## src/nfc_card_presence_sequencer_top_assert.svh

```systemverilog
// Assertion macros for the card presence sequencer top level.
// Included by nfc_card_presence_sequencer_top.sv; needs no package.
`ifndef NFC_CARD_PRESENCE_SEQUENCER_TOP_ASSERT_SVH
`define NFC_CARD_PRESENCE_SEQUENCER_TOP_ASSERT_SVH

// Same-cycle implication, disabled while reset is asserted.
`define NFC_CPS_ASSERT_SAME(label, clk, rst_n, ante, cons, msg) \
    label: assert property (@(posedge clk) disable iff (!rst_n) (ante) |-> (cons)) \
        else $error(msg);

// Next-cycle implication, disabled while reset is asserted.
`define NFC_CPS_ASSERT_NEXT(label, clk, rst_n, ante, cons, msg) \
    label: assert property (@(posedge clk) disable iff (!rst_n) (ante) |=> (cons)) \
        else $error(msg);

`endif

```

## src/nfc_cps_pkg.sv

```systemverilog
// Shared types, codes and helpers for the card presence sequencer.
// No dependencies; imported by every module of the block.
`default_nettype none

package nfc_cps_pkg;

    typedef enum logic [1:0] {
        MODE_WAKE   = 2'd0,
        MODE_POLL   = 2'd1,
        MODE_SAMPLE = 2'd2,
        MODE_TICK   = 2'd3
    } mode_t;

    typedef enum logic [2:0] {
        ACT_NONE       = 3'd0,
        ACT_ARM        = 3'd1,
        ACT_POLL       = 3'd2,
        ACT_MEASURE    = 3'd3,
        ACT_POWER_DOWN = 3'd4
    } action_t;

    typedef enum logic [6:0] {
        PH_WAIT_WAKE      = 7'b0000001,
        PH_FIRST_POLL     = 7'b0000010,
        PH_CONFIRM_WAIT   = 7'b0000100,
        PH_CONFIRM_POLL   = 7'b0001000,
        PH_WATCH_SAMPLE   = 7'b0010000,
        PH_REMOVAL_WAIT   = 7'b0100000,
        PH_REMOVAL_SAMPLE = 7'b1000000
    } phase_t;

    // Phase numbers as reported on the result channel
    localparam logic [2:0] PHN_WAIT_WAKE      = 3'd0;
    localparam logic [2:0] PHN_FIRST_POLL     = 3'd1;
    localparam logic [2:0] PHN_CONFIRM_WAIT   = 3'd2;
    localparam logic [2:0] PHN_CONFIRM_POLL   = 3'd3;
    localparam logic [2:0] PHN_WATCH_SAMPLE   = 3'd4;
    localparam logic [2:0] PHN_REMOVAL_WAIT   = 3'd5;
    localparam logic [2:0] PHN_REMOVAL_SAMPLE = 3'd6;
    localparam logic [2:0] PHN_UNUSED         = 3'd7;

    // Configuration register indexes
    localparam logic [2:0] CFG_AMP_REF          = 3'd0;
    localparam logic [2:0] CFG_WAKE_DELTA       = 3'd1;
    localparam logic [2:0] CFG_QUIET_DELTA      = 3'd2;
    localparam logic [2:0] CFG_CONFIRM_RETRIES  = 3'd3;
    localparam logic [2:0] CFG_CONFIRM_INTERVAL = 3'd4;
    localparam logic [2:0] CFG_RECHECK_INTERVAL = 3'd5;
    localparam logic [2:0] CFG_STABLE_NEEDED    = 3'd6;

    localparam int CFG_ADDR_W = 3;
    localparam int CFG_DATA_W = 16;
    localparam int S_TDATA_W  = 24;
    localparam int M_TDATA_W  = 8;

    // Register reset values
    localparam logic [7:0]  RST_AMP_REF          = 8'd0;
    localparam logic [7:0]  RST_WAKE_DELTA       = 8'd3;
    localparam logic [7:0]  RST_QUIET_DELTA      = 8'd1;
    localparam logic [2:0]  RST_CONFIRM_RETRIES  = 3'd5;
    localparam logic [15:0] RST_CONFIRM_INTERVAL = 16'd40;
    localparam logic [15:0] RST_RECHECK_INTERVAL = 16'd100;
    localparam logic [1:0]  RST_STABLE_NEEDED    = 2'd3;

    localparam int          WAKE_FLAG_IDX = 2;
    localparam logic [1:0]  STABLE_MAX    = 2'd3;

    typedef struct packed {
        logic [7:0]  amp_ref;
        logic [7:0]  wake_delta;
        logic [7:0]  quiet_delta;
        logic [2:0]  confirm_retries;
        logic [15:0] confirm_interval;
        logic [15:0] recheck_interval;
        logic [1:0]  stable_needed;
    } cfg_t;

    typedef struct packed {
        mode_t      mode;
        logic [7:0] irq_flags;
        logic       card_found;
        logic       sample_valid;
        logic [7:0] amplitude;
    } event_t;

    typedef struct packed {
        action_t    action;
        logic [2:0] phase_out;
        logic       card_removed;
    } result_t;

    function automatic logic [2:0] phase_num(input phase_t p);
        logic [2:0] n;
        unique case (p)
            PH_WAIT_WAKE:      n = PHN_WAIT_WAKE;
            PH_FIRST_POLL:     n = PHN_FIRST_POLL;
            PH_CONFIRM_WAIT:   n = PHN_CONFIRM_WAIT;
            PH_CONFIRM_POLL:   n = PHN_CONFIRM_POLL;
            PH_WATCH_SAMPLE:   n = PHN_WATCH_SAMPLE;
            PH_REMOVAL_WAIT:   n = PHN_REMOVAL_WAIT;
            PH_REMOVAL_SAMPLE: n = PHN_REMOVAL_SAMPLE;
            default:           n = PHN_UNUSED;
        endcase
        return n;
    endfunction

endpackage

`default_nettype wire

```

## src/nfc_card_presence_sequencer_top.sv

```systemverilog
// Card presence sequencer: wake-up detection, confirmation polling and
// removal watching for an NFC front end, one action per event.
// Use:
//   s_ channel carries events. s_tuser[1:0] is the event kind (0 wake
//   interrupt, 1 poll outcome, 2 amplitude sample, 3 tick); s_tdata holds
//   the flag byte, poll and sample status and the amplitude sample.
//   m_ channel returns one result per event: action code, phase after the
//   event and the removal pulse.
//   cfg_wr_en/cfg_addr/cfg_wr_data write the seven threshold and interval
//   registers; write them only while no event is in flight.
// Timing:
//   An accepted event is held in the input register; once the result
//   register has room, its result moves in on the next edge, raising
//   m_tvalid. One event per cycle is taken continuously while m_tready
//   stays high; the single pass through the phase logic sets that rate.
//   If the master stalls, the result register holds; one more event waits in
//   the input register, then s_tready drops until the result is taken.
// Reset:
//   aresetn low (synchronous) empties both registers, returns the phase to
//   waiting for wake-up, clears all counters and loads register defaults.
`default_nettype none

module nfc_card_presence_sequencer_top
    import nfc_cps_pkg::*;
(
    input  wire logic                  aclk,
    input  wire logic                  aresetn,
    input  wire logic                  s_tvalid,
    output logic                       s_tready,
    // [7:0] irq_flags, [8] card_found, [9] sample_valid, [17:10] amplitude
    input  wire logic [S_TDATA_W-1:0]  s_tdata,
    // [1:0] mode
    input  wire logic [1:0]            s_tuser,
    output logic                       m_tvalid,
    input  wire logic                  m_tready,
    // [2:0] action, [5:3] phase_out, [6] card_removed
    output logic [M_TDATA_W-1:0]       m_tdata,
    input  wire logic                  cfg_wr_en,
    input  wire logic [CFG_ADDR_W-1:0] cfg_addr,
    input  wire logic [CFG_DATA_W-1:0] cfg_wr_data
);

`include "nfc_card_presence_sequencer_top_assert.svh"

    cfg_t    cfg;
    event_t  ev;
    result_t result;
    logic    ev_valid;
    logic    out_free;
    logic    advance;
    logic    out_removed;
    logic    out_rearm;
    logic    both_full;

    // Move the held event into the result register when there is room
    assign advance = ev_valid && out_free;

    nfc_cps_cfg u_cfg (
        .aclk        (aclk),
        .aresetn     (aresetn),
        .cfg_wr_en   (cfg_wr_en),
        .cfg_addr    (cfg_addr),
        .cfg_wr_data (cfg_wr_data),
        .cfg         (cfg)
    );

    nfc_cps_in_stage u_in (
        .aclk     (aclk),
        .aresetn  (aresetn),
        .s_tvalid (s_tvalid),
        .s_tready (s_tready),
        .s_tdata  (s_tdata),
        .s_tuser  (s_tuser),
        .advance  (advance),
        .ev_valid (ev_valid),
        .ev       (ev)
    );

    nfc_cps_core u_core (
        .aclk    (aclk),
        .aresetn (aresetn),
        .cfg     (cfg),
        .ev      (ev),
        .advance (advance),
        .result  (result)
    );

    nfc_cps_out_stage u_out (
        .aclk     (aclk),
        .aresetn  (aresetn),
        .advance  (advance),
        .result   (result),
        .out_free (out_free),
        .m_tvalid (m_tvalid),
        .m_tready (m_tready),
        .m_tdata  (m_tdata)
    );

    assign out_removed = m_tvalid && m_tdata[6];
    assign out_rearm   = (m_tdata[2:0] == ACT_ARM) && (m_tdata[5:3] == PHN_WAIT_WAKE);
    assign both_full   = ev_valid && m_tvalid && !m_tready;

    `NFC_CPS_ASSERT_SAME(a_removed_rearms, aclk, aresetn, out_removed, out_rearm, "no re-arm")
    `NFC_CPS_ASSERT_NEXT(a_advance_fills_out, aclk, aresetn, advance, m_tvalid, "result lost")
    `NFC_CPS_ASSERT_SAME(a_full_blocks_input, aclk, aresetn, both_full, !s_tready, "taken when full")

endmodule

`default_nettype wire

```

## src/nfc_cps_cfg.sv

```systemverilog
// Configuration register bank of the card presence sequencer.
// Depends on nfc_cps_pkg for register indexes and reset values.
`default_nettype none

module nfc_cps_cfg
    import nfc_cps_pkg::*;
(
    input  wire logic                  aclk,
    input  wire logic                  aresetn,
    input  wire logic                  cfg_wr_en,
    input  wire logic [CFG_ADDR_W-1:0] cfg_addr,
    input  wire logic [CFG_DATA_W-1:0] cfg_wr_data,
    output cfg_t                       cfg
);

    cfg_t cfg_reg;
    cfg_t cfg_next;

    always_comb begin
        cfg_next = cfg_reg;
        if (cfg_wr_en) begin
            case (cfg_addr)
                CFG_AMP_REF:          cfg_next.amp_ref          = cfg_wr_data[7:0];
                CFG_WAKE_DELTA:       cfg_next.wake_delta       = cfg_wr_data[7:0];
                CFG_QUIET_DELTA:      cfg_next.quiet_delta      = cfg_wr_data[7:0];
                CFG_CONFIRM_RETRIES:  cfg_next.confirm_retries  = cfg_wr_data[2:0];
                CFG_CONFIRM_INTERVAL: cfg_next.confirm_interval = cfg_wr_data;
                CFG_RECHECK_INTERVAL: cfg_next.recheck_interval = cfg_wr_data;
                CFG_STABLE_NEEDED:    cfg_next.stable_needed    = cfg_wr_data[1:0];
                default:              cfg_next = cfg_reg;
            endcase
        end
    end

    always_ff @(posedge aclk) begin
        if (!aresetn) begin
            cfg_reg.amp_ref          <= RST_AMP_REF;
            cfg_reg.wake_delta       <= RST_WAKE_DELTA;
            cfg_reg.quiet_delta      <= RST_QUIET_DELTA;
            cfg_reg.confirm_retries  <= RST_CONFIRM_RETRIES;
            cfg_reg.confirm_interval <= RST_CONFIRM_INTERVAL;
            cfg_reg.recheck_interval <= RST_RECHECK_INTERVAL;
            cfg_reg.stable_needed    <= RST_STABLE_NEEDED;
        end else begin
            cfg_reg <= cfg_next;
        end
    end

    assign cfg = cfg_reg;

endmodule

`default_nettype wire

```

## src/nfc_cps_in_stage.sv

```systemverilog
// Input register of the card presence sequencer: unpacks and holds one event.
// Depends on nfc_cps_pkg for the event struct.
`default_nettype none

module nfc_cps_in_stage
    import nfc_cps_pkg::*;
(
    input  wire logic                 aclk,
    input  wire logic                 aresetn,
    input  wire logic                 s_tvalid,
    output logic                      s_tready,
    input  wire logic [S_TDATA_W-1:0] s_tdata,
    input  wire logic [1:0]           s_tuser,
    input  wire logic                 advance,
    output logic                      ev_valid,
    output event_t                    ev
);

    logic   valid_reg;
    logic   valid_next;
    event_t ev_reg;
    logic   accept;

    assign s_tready = !valid_reg || advance;
    assign accept   = s_tvalid && s_tready;

    always_comb begin
        valid_next = valid_reg;
        if (accept) begin
            valid_next = 1'b1;
        end else if (advance) begin
            valid_next = 1'b0;
        end
    end

    always_ff @(posedge aclk) begin
        if (!aresetn) begin
            valid_reg <= 1'b0;
        end else begin
            valid_reg <= valid_next;
        end
    end

    always_ff @(posedge aclk) begin
        if (accept) begin
            ev_reg.mode         <= mode_t'(s_tuser);
            ev_reg.irq_flags    <= s_tdata[7:0];
            ev_reg.card_found   <= s_tdata[8];
            ev_reg.sample_valid <= s_tdata[9];
            ev_reg.amplitude    <= s_tdata[17:10];
        end
    end

    assign ev_valid = valid_reg;
    assign ev       = ev_reg;

endmodule

`default_nettype wire

```

## src/nfc_cps_core.sv

```systemverilog
// Phase machine of the card presence sequencer: state registers plus the
// one-pass next-state and action logic. Depends on nfc_cps_pkg.
`default_nettype none

module nfc_cps_core
    import nfc_cps_pkg::*;
(
    input  wire logic   aclk,
    input  wire logic   aresetn,
    input  wire cfg_t   cfg,
    input  wire event_t ev,
    input  wire logic   advance,
    output result_t     result
);

    phase_t      phase_reg;
    phase_t      phase_next;
    logic [15:0] countdown_reg;
    logic [15:0] countdown_next;
    logic [2:0]  retry_count_reg;
    logic [2:0]  retry_count_next;
    logic [1:0]  stable_count_reg;
    logic [1:0]  stable_count_next;

    logic [7:0]  diff;
    logic        calm;
    logic        stable_sample;
    logic        tick_due;
    logic [15:0] countdown_dec;
    logic [1:0]  stable_inc;
    logic [1:0]  stable_new;
    logic [1:0]  need;
    action_t     action;
    logic        removed;

    assign diff = (ev.amplitude > cfg.amp_ref) ? ev.amplitude - cfg.amp_ref
                                               : cfg.amp_ref - ev.amplitude;
    assign calm          = ev.sample_valid && (diff < cfg.wake_delta);
    assign stable_sample = diff <= cfg.quiet_delta;
    assign tick_due      = countdown_reg <= 16'd1;
    assign countdown_dec = countdown_reg - 16'd1;
    assign stable_inc    = (stable_count_reg < STABLE_MAX) ? stable_count_reg + 2'd1
                                                           : stable_count_reg;
    assign stable_new    = (ev.sample_valid && stable_sample) ? stable_inc : 2'd0;
    assign need          = (cfg.stable_needed == 2'd0) ? 2'd1 : cfg.stable_needed;

    always_comb begin
        phase_next        = phase_reg;
        countdown_next    = countdown_reg;
        retry_count_next  = retry_count_reg;
        stable_count_next = stable_count_reg;
        action            = ACT_NONE;
        removed           = 1'b0;

        unique case (phase_reg)
            PH_WAIT_WAKE: begin
                if (ev.mode == MODE_WAKE) begin
                    if (ev.irq_flags[WAKE_FLAG_IDX]) begin
                        phase_next = PH_FIRST_POLL;
                        action     = ACT_POLL;
                    end else begin
                        countdown_next = 16'd0;
                        action         = ACT_ARM;
                    end
                end
            end
            PH_FIRST_POLL: begin
                if (ev.mode == MODE_POLL) begin
                    priority if (ev.card_found) begin
                        phase_next        = PH_REMOVAL_WAIT;
                        stable_count_next = 2'd0;
                        countdown_next    = 16'd0;
                        action            = ACT_POWER_DOWN;
                    end else if (!ev.sample_valid || calm) begin
                        phase_next     = PH_WAIT_WAKE;
                        countdown_next = 16'd0;
                        action         = ACT_ARM;
                    end else begin
                        retry_count_next = 3'd0;
                        phase_next       = PH_CONFIRM_WAIT;
                        countdown_next   = 16'd0;
                        action           = ACT_POWER_DOWN;
                    end
                end
            end
            PH_CONFIRM_WAIT: begin
                if (ev.mode == MODE_TICK) begin
                    if (!tick_due) begin
                        countdown_next = countdown_dec;
                    end else if (retry_count_reg < cfg.confirm_retries) begin
                        countdown_next   = 16'd0;
                        retry_count_next = retry_count_reg + 3'd1;
                        phase_next       = PH_CONFIRM_POLL;
                        action           = ACT_POLL;
                    end else begin
                        countdown_next = cfg.recheck_interval;
                        phase_next     = PH_WATCH_SAMPLE;
                        action         = ACT_MEASURE;
                    end
                end
            end
            PH_CONFIRM_POLL: begin
                if (ev.mode == MODE_POLL) begin
                    priority if (ev.card_found) begin
                        phase_next        = PH_REMOVAL_WAIT;
                        stable_count_next = 2'd0;
                        countdown_next    = 16'd0;
                        action            = ACT_POWER_DOWN;
                    end else if (calm) begin
                        phase_next     = PH_WAIT_WAKE;
                        countdown_next = 16'd0;
                        action         = ACT_ARM;
                    end else begin
                        countdown_next = cfg.confirm_interval;
                        phase_next     = PH_CONFIRM_WAIT;
                        action         = ACT_POWER_DOWN;
                    end
                end
            end
            PH_WATCH_SAMPLE: begin
                if (ev.mode == MODE_SAMPLE) begin
                    if (calm) begin
                        phase_next     = PH_WAIT_WAKE;
                        countdown_next = 16'd0;
                        action         = ACT_ARM;
                    end else begin
                        phase_next = PH_CONFIRM_WAIT;
                    end
                end
            end
            PH_REMOVAL_WAIT: begin
                if (ev.mode == MODE_TICK) begin
                    if (tick_due) begin
                        countdown_next = cfg.recheck_interval;
                        phase_next     = PH_REMOVAL_SAMPLE;
                        action         = ACT_MEASURE;
                    end else begin
                        countdown_next = countdown_dec;
                    end
                end
            end
            PH_REMOVAL_SAMPLE: begin
                if (ev.mode == MODE_SAMPLE) begin
                    stable_count_next = stable_new;
                    if (ev.sample_valid && (stable_new >= need)) begin
                        removed        = 1'b1;
                        phase_next     = PH_WAIT_WAKE;
                        countdown_next = 16'd0;
                        action         = ACT_ARM;
                    end else begin
                        phase_next = PH_REMOVAL_WAIT;
                    end
                end
            end
            default: begin
                phase_next = phase_reg;
            end
        endcase
    end

    always_ff @(posedge aclk) begin
        if (!aresetn) begin
            phase_reg        <= PH_WAIT_WAKE;
            countdown_reg    <= 16'd0;
            retry_count_reg  <= 3'd0;
            stable_count_reg <= 2'd0;
        end else if (advance) begin
            phase_reg        <= phase_next;
            countdown_reg    <= countdown_next;
            retry_count_reg  <= retry_count_next;
            stable_count_reg <= stable_count_next;
        end
    end

    assign result.action       = action;
    assign result.phase_out    = phase_num(phase_next);
    assign result.card_removed = removed;

endmodule

`default_nettype wire

```

## src/nfc_cps_out_stage.sv

```systemverilog
// Result register of the card presence sequencer: holds one result
// until the master side takes it. Depends on nfc_cps_pkg.
`default_nettype none

module nfc_cps_out_stage
    import nfc_cps_pkg::*;
(
    input  wire logic                 aclk,
    input  wire logic                 aresetn,
    input  wire logic                 advance,
    input  wire result_t              result,
    output logic                      out_free,
    output logic                      m_tvalid,
    input  wire logic                 m_tready,
    output logic [M_TDATA_W-1:0]      m_tdata
);

    logic    valid_reg;
    logic    valid_next;
    result_t result_reg;

    // Free when empty or when the held transaction leaves this cycle
    assign out_free = !valid_reg || m_tready;

    always_comb begin
        valid_next = valid_reg;
        if (advance) begin
            valid_next = 1'b1;
        end else if (m_tready) begin
            valid_next = 1'b0;
        end
    end

    always_ff @(posedge aclk) begin
        if (!aresetn) begin
            valid_reg <= 1'b0;
        end else begin
            valid_reg <= valid_next;
        end
    end

    always_ff @(posedge aclk) begin
        if (advance) begin
            result_reg <= result;
        end
    end

    assign m_tvalid = valid_reg;
    assign m_tdata  = {1'b0, result_reg.card_removed, result_reg.phase_out,
                       result_reg.action};

endmodule

`default_nettype wire
```

## config.mk

```make
export PLATFORM = sky130hd
export DESIGN_NAME = nfc_card_presence_sequencer_top
export DESIGN_NICKNAME = d
export VERILOG_FILES = /design/src/nfc_cps_pkg.sv /design/src/nfc_card_presence_sequencer_top.sv /design/src/nfc_cps_cfg.sv /design/src/nfc_cps_in_stage.sv /design/src/nfc_cps_core.sv /design/src/nfc_cps_out_stage.sv
export VERILOG_INCLUDE_DIRS = /design/src /design/src/src
export SDC_FILE = /design/constraint.sdc
export NUM_CORES = 1
export LEC_CHECK = 0
export BUFFER_PORTS_ARGS = -buffer_cell sky130_fd_sc_hd__buf_4
export CAP_MARGIN = 20
export CORE_MARGIN = 2
export CORE_UTILIZATION = 30
export CTS_CLUSTER_SIZE = 14
export DETAILED_ROUTE_END_ITERATION = 16
export PLACE_DENSITY_LB_ADDON = 0.3
export SETUP_SLACK_MARGIN = 0.05
export SYNTH_ARGS = -nofsm -noshare
export SYNTH_HDL_FRONTEND = slang
export SYNTH_HIERARCHICAL = 1
export SYNTH_SLANG_ARGS = --single-unit
```

## constraint.sdc

```tcl
create_clock -name aclk -period 13.29 [get_ports aclk]
set_clock_uncertainty 0.15 [all_clocks]
set_input_delay 0.6645 -clock aclk [delete_from_list [all_inputs] [get_ports aclk]]
set_output_delay 0.6645 -clock aclk [all_outputs]
set_load 0.01 [all_outputs]
```

==> out/metrics.yaml, run 1 <==
worst_hold_path:
  min_to: "u_cfg/cfg[39]"
  worstHoldPathCells: 2
  hold_path.class: "reg2reg"
  min_from: "u_cfg/cfg[39]"
global_routing:
  grtUsageMet1: 0.199
  met2_usage: 0.209
  gr-max-usage-layer: "met2"
  gr-total-overflow: 0
  grt_pass1_wl_mm: 26.6
  grt_usage: 0.138
  grt_max_degree: 109
  antenna_found_initial: 0
  grt_pass1_vias: 5069
  grt_use_met3: 0.0317
final_layout:
  n_antenna_cell: 0
  largest_register_ffs: 61
  area_delta_synth_final_pct: 12.4
  final_nets: 883
  layout-drive-gt1-share: 0.138
clock_network:
  clk_latency_ps: 370
  numCtsBuffers: 9
  cts_tree: "built"
  clock_path_buffers: 2
  h-tree-depth: 3
  postCtsHoldBufs: 0
  cts_setup_buffers: 0
  cts_resized: 0
  root_buffer: "clkbuf_16"
  clock-sinks: 111
  clk_pin_slew_ps: 80
sta:
  tightestPinTransition_ps: 1040
  rsz0062_at_grt: "no"
  setup_tns_ps: 0
  slew_viol_final: 0
  post-route-period-util: 0.524
  max_freq_mhz: 144
  post-route-worst-setup-slack_ps: 6320
  slew_headroom: 0.304
  setup_viol: 0
  post-route-min-period_ps: 6970
  finalHoldViolations: 0
synth:
  syn_inst: 774
  syn_area_sq_mm: 0.00682
  syn_nets: 863
  synth_warnings: 6
  synth_area_per_cell_sq_um: 8.81
place:
  dp_hpwl_mm: 11.2
  place_congestion: 0.867
  preCtsSetupSlack_ps: 6300
  io_buffers: 45
floorplanning:
  initial_core_util: 0.303
  row_count: 55
  core_area_sq_mm: 0.0225
  die_y_microns: 155
  dieArea_sq_mm: 0.0239
  fp.dieW_microns: 155
  io_pins: 60
run_status:
  status: "completed"
pwr:
  p_sw_frac: 0.286
  power_leakage_nw: 3.21
  p_switching_mw: 0.226
  seqPwrFrac: 0.462
  power_frac_comb: 0.184
  clockPowerShare: 0.354
  power.internal_mw: 0.564
  power_density_mw_per_mm2: 103
  peakVddDrop_mv: 0.0662
worst_setup_path:
  critPathMaxFanout: 17
  r2r_start: "u_in/ev[0]"
  crit_top_cell: "a21oi_1"
  r2r_cells: 28
  arrival_ps: 7120
  critPathLaunchType: "register"
  cp-end-kind: "register"
  cpPeakStageDelay_ps: 850
  crit_start: "u_in/ev[0]"
  rrSetupSlack_ps: 6320
  critPathKind: "reg2reg"
  rr_endpoint: "u_core/countdown_reg[0]"
  required_ps: 13440
  slowest_stage: "or4_1"
detailed_routing:
  avgViaCountPerCell: 4.96
  drc: 0
  wirelength_mm: 16.0
  drtIter0Drc: 371
  wire_per_inst_microns: 14.8
  final_antenna_net_count: 0
  dr.pass1.iters: 5
  vias: 5382
flow_run:
  max_cap_violations: 0
[worst max path at each step]
stage	endpoint	slack [ps]	depth (start not counted)
finish	u_core/countdown_reg[0]	6320	28
global route	u_core/countdown_reg[1]	5700	28
CTS	u_core/countdown_reg[13]	6280	28
detailed placement	u_core/countdown_reg[13]	6300	28
global placement	u_core/countdown_reg[12]	6290	28
floorplan	u_core/countdown_reg[2]	7720	30
[final cells by class]
| class | instances | area, sq um |
|---|---|---|
| Inverter | 49 | 184 |
| Timing Repair Buffer | 52 | 390 |
| Fill cell | 2326 | 14800 |
| Clock buffer | 12 | 268 |
| Multi-Input combinational cell | 571 | 4010 |
| Clock inverter | 4 | 37.5 |
| Tap cell | 285 | 357 |
| Sequential cell | 111 | 2420 |
[routing by layer]
metal | vias up | share of wire | wire length (microns)
met5 | - | 0 | 0
met4 | 0 | 0.0090 | 144
met3 | 10 | 0.042 | 674
met2 | 110 | 0.44 | 7000
met1 | 2524 | 0.51 | 8230
li1 | 2738 | - | -
[power groups by stage]
stage          registers [mW]  logic [mW]  clock network (mW)
3_3_place_gp            0.373       0.144                   0
2_1_floorplan           0.368       0.108                   0
4_1_cts                 0.365       0.146               0.292
5_1_grt                 0.367       0.162               0.306
6_report                0.365       0.145               0.280
3_5_place_dp            0.373       0.145                   0
[critical path: cells and delay by family (launching register included)]
kind	cells	cell delay (ps)
adders and majority gates	4	1070
AOI/OAI and AO/OA	12	2630
buffers and inverters	2	120
and+or+nand+nor	8	1960
xor gates and xnor gates	1	180
muxes	1	380
DFF	1	400
[placed cells by master (no fill, tap or decap), types with 10 or more instances in the layout]
master / count
nor3_1: 21
o21ai_0: 31
nor2_1: 42
xnor2_1: 10
edfxtp_1: 20
buf_4: 52
inv_1: 49
ha_1: 37
xor2_1: 13
nor2b_2: 10
a22oi_2: 10
dfxtp_1: 91
nand4_1: 11
a21oi_1: 39
clkbuf_16: 10
nor2b_1: 34
nand2_1: 111
mux2i_1: 64
[metrics by stage]
step	std cells	area (sq um)	power [mW]	hold WS, ps	utilization
finish	1084	7660	0.790	309	0.341
global route	1084	7660	0.836	300	0.341
CTS	1083	7660	0.804	307	0.340
detailed placement	1067	7350	0.518	297	0.327
global placement	1067	7350	0.517	293	0.327
floorplan	774	6820	0.476	285	-
Note: power is estimated with default switching activity, not from simulation.
==> inputs of run 2 (changes only) <==
--- a/config.mk
+++ b/config.mk
@@ -6,6 +6,7 @@
 export SDC_FILE = /design/constraint.sdc
 export NUM_CORES = 1
 export LEC_CHECK = 0
+export ABC_AREA = 1
 export BUFFER_PORTS_ARGS = -buffer_cell sky130_fd_sc_hd__buf_4
 export CAP_MARGIN = 20
 export CORE_MARGIN = 2
==> constraint.sdc (replaced) <==
create_clock -name aclk -period 6.8 [get_ports aclk]
set_clock_uncertainty 0.15 [all_clocks]
set_input_delay 0.34 -clock aclk [delete_from_list [all_inputs] [get_ports aclk]]
set_output_delay 0.34 -clock aclk [all_outputs]
set_load 0.01 [all_outputs]
==> out/metrics.yaml, run 2 <==
final_layout:
  largest_register_ffs: 61
  final_nets: 1234
  mostFrequentLayoutCells: "309 x nand2_1, 171 x nor2_1, 132 x inv_1"
  n_antenna_cell: 0
  area_delta_synth_final_pct: 13.5
  layout_commonest_cell: "nand2_1"
  finalNonFillerCells: 1469
  layout-drive-gt1-share: 0.102
  fin_util: 0.348
floorplanning:
  initial_core_util: 0.306
  die_y_microns: 159
  dieArea_sq_mm: 0.0253
  fp.dieW_microns: 159
  row_count: 56
  io_pins: 60
  core_area_sq_mm: 0.0235
sta:
  slew_viol_final: 0
  setup_viol: 0
  max_freq_mhz: 192
  finalHoldViolations: 0
  tightestPinTransition_ps: 1070
  rsz0062_at_grt: "no"
  post-route-period-util: 0.766
  slew_headroom: 0.288
  post-route-min-period_ps: 5210
  setup_tns_ps: 0
place:
  io_buffers: 45
  place_inst: 1442
  dp_hpwl_mm: 14.0
  place_congestion: 0.895
detailed_routing:
  dr.pass1.iters: 4
  final_antenna_net_count: 0
  drc: 0
  wirelength_mm: 19.0
  avgViaCountPerCell: 4.62
  wire_per_inst_microns: 13.0
  vias: 6780
  drtIter0Drc: 465
run_status:
  status: "completed"
worst_hold_path:
  min_from: "s_tuser[1]"
  min_to: "u_in/ev[19]"
  hold_path.class: "in2reg"
  worstHoldPathCells: 1
global_routing:
  grt_max_degree: 68
  grt_pass1_vias: 6114
  gr-total-overflow: 0
  grt_usage: 0.153
  antenna_found_initial: 0
  grt_pass1_wl_mm: 31.5
clock_network:
  root_buffer: "clkbuf_16"
  clk_pin_slew_ps: 90
  cts_tree: "built"
  numCtsBuffers: 9
  clock_path_buffers: 2
  h-tree-depth: 3
  cts_resized: 0
  clk_latency_ps: 370
  clock-sinks: 111
  cts_setup_buffers: 0
worst_setup_path:
  rrSetupSlack_ps: 1590
  crit_start: "u_in/ev[0]"
  cpPeakStageDelay_ps: 410
  r2r_start: "u_in/ev[0]"
  required_ps: 6940
  r2r_cells: 31
  crit_top_cell: "nand2_1"
  critPathKind: "reg2reg"
  rr_endpoint: "u_core/countdown_reg[13]"
  slowest_stage: "edfxtp_1"
  arrival_ps: 5350
  critPathMaxFanout: 16
  critPathLaunchType: "register"
  cp-end-kind: "register"
synth:
  syn_area_sq_mm: 0.00721
  synth_area_per_cell_sq_um: 6.49
  syn_inst: 1111
  synth_warnings: 6
  syn_nets: 1200
pwr:
  p_total_mw: 1.58
  peakVddDrop_mv: 0.126
  power_density_mw_per_mm2: 193
  power_leakage_nw: 3.96
flow_run:
  max_cap_violations: 0
run 2: cell types whose count changed in the layout (fill, tap and decap cells not counted), moves of 12 or more:
cell / delta
nand2_1: +198
nor2_1: +129
nand3_1: +110
inv_1: +83
mux2i_1: -64
nor2b_1: -34
nor3_1: -19
nand4_1: +16
nor2_2: +12
or2_2: +12
run 2: report_power, final:
part / total, mW / internal (mW) / switching, mW
clock network: 0.536 / 0.260 / 0.276
logic: 0.330 / 0.116 / 0.214
registers: 0.714 / 0.697 / 0.0178
run 2: worst max-delay path by stage:
| stage | depth (start not counted) | slack (ps) | end |
|---|---|---|---|
| 2_1_floorplan | 32 | 2570 | u_core/countdown_reg[10] |
| 3_3_place_gp | 31 | 1730 | u_core/countdown_reg[14] |
| 3_5_place_dp | 31 | 1620 | u_core/countdown_reg[11] |
| 4_1_cts | 31 | 1570 | u_core/countdown_reg[13] |
| 5_1_grt | 30 | 930 | u_core/countdown_reg[1] |
| 6_report | 31 | 1590 | u_core/countdown_reg[13] |
run 2: timing repair:
action / 4_1_cts / 5_1_grt
hold endpoints to repair: 11 / 0
hold buffers: 11 / 0
endpoints found under the setup margin: 0 / 0
run 2: stage by stage:
stage / area [sq um] / hold slack [ps] / setup slack (ps)
after floorplan: 7210 / 271 / 2570
after CTS: 8180 / 5.76 / 1570
after detailed placement: 7780 / 289 / 1620
final: 8180 / 21.7 / 1590
after global routing: 8180 / 7.73 / 935
after global placement: 7780 / 284 / 1730
run 2: worst max-delay path, delay by kind of cell (launching register included):
| family | cells | cell delay, ps |
|---|---|---|
| simple gates | 15 | 1900 |
| compound gates | 7 | 1120 |
| fa+ha+maj | 4 | 1110 |
| buf+inv | 5 | 460 |
| flops | 1 | 410 |
run 2: routing by layer:
metal,share of wire,track usage
met4,0.0099,0.0393
met2,0.43,0.238
met1,0.52,0.219
met5,0,0
met3,0.038,0.0247
run 2: final cells by class:
cell class / count / area (sq um)
clock buffers: 10 / 229
inverters: 143 / 537
repair buffers: 58 / 463
clock inverters: 6 / 67.6
multi-input cells: 822 / 4070
fillers: 2642 / 15400
well taps: 319 / 399
flip-flops and latches: 111 / 2420
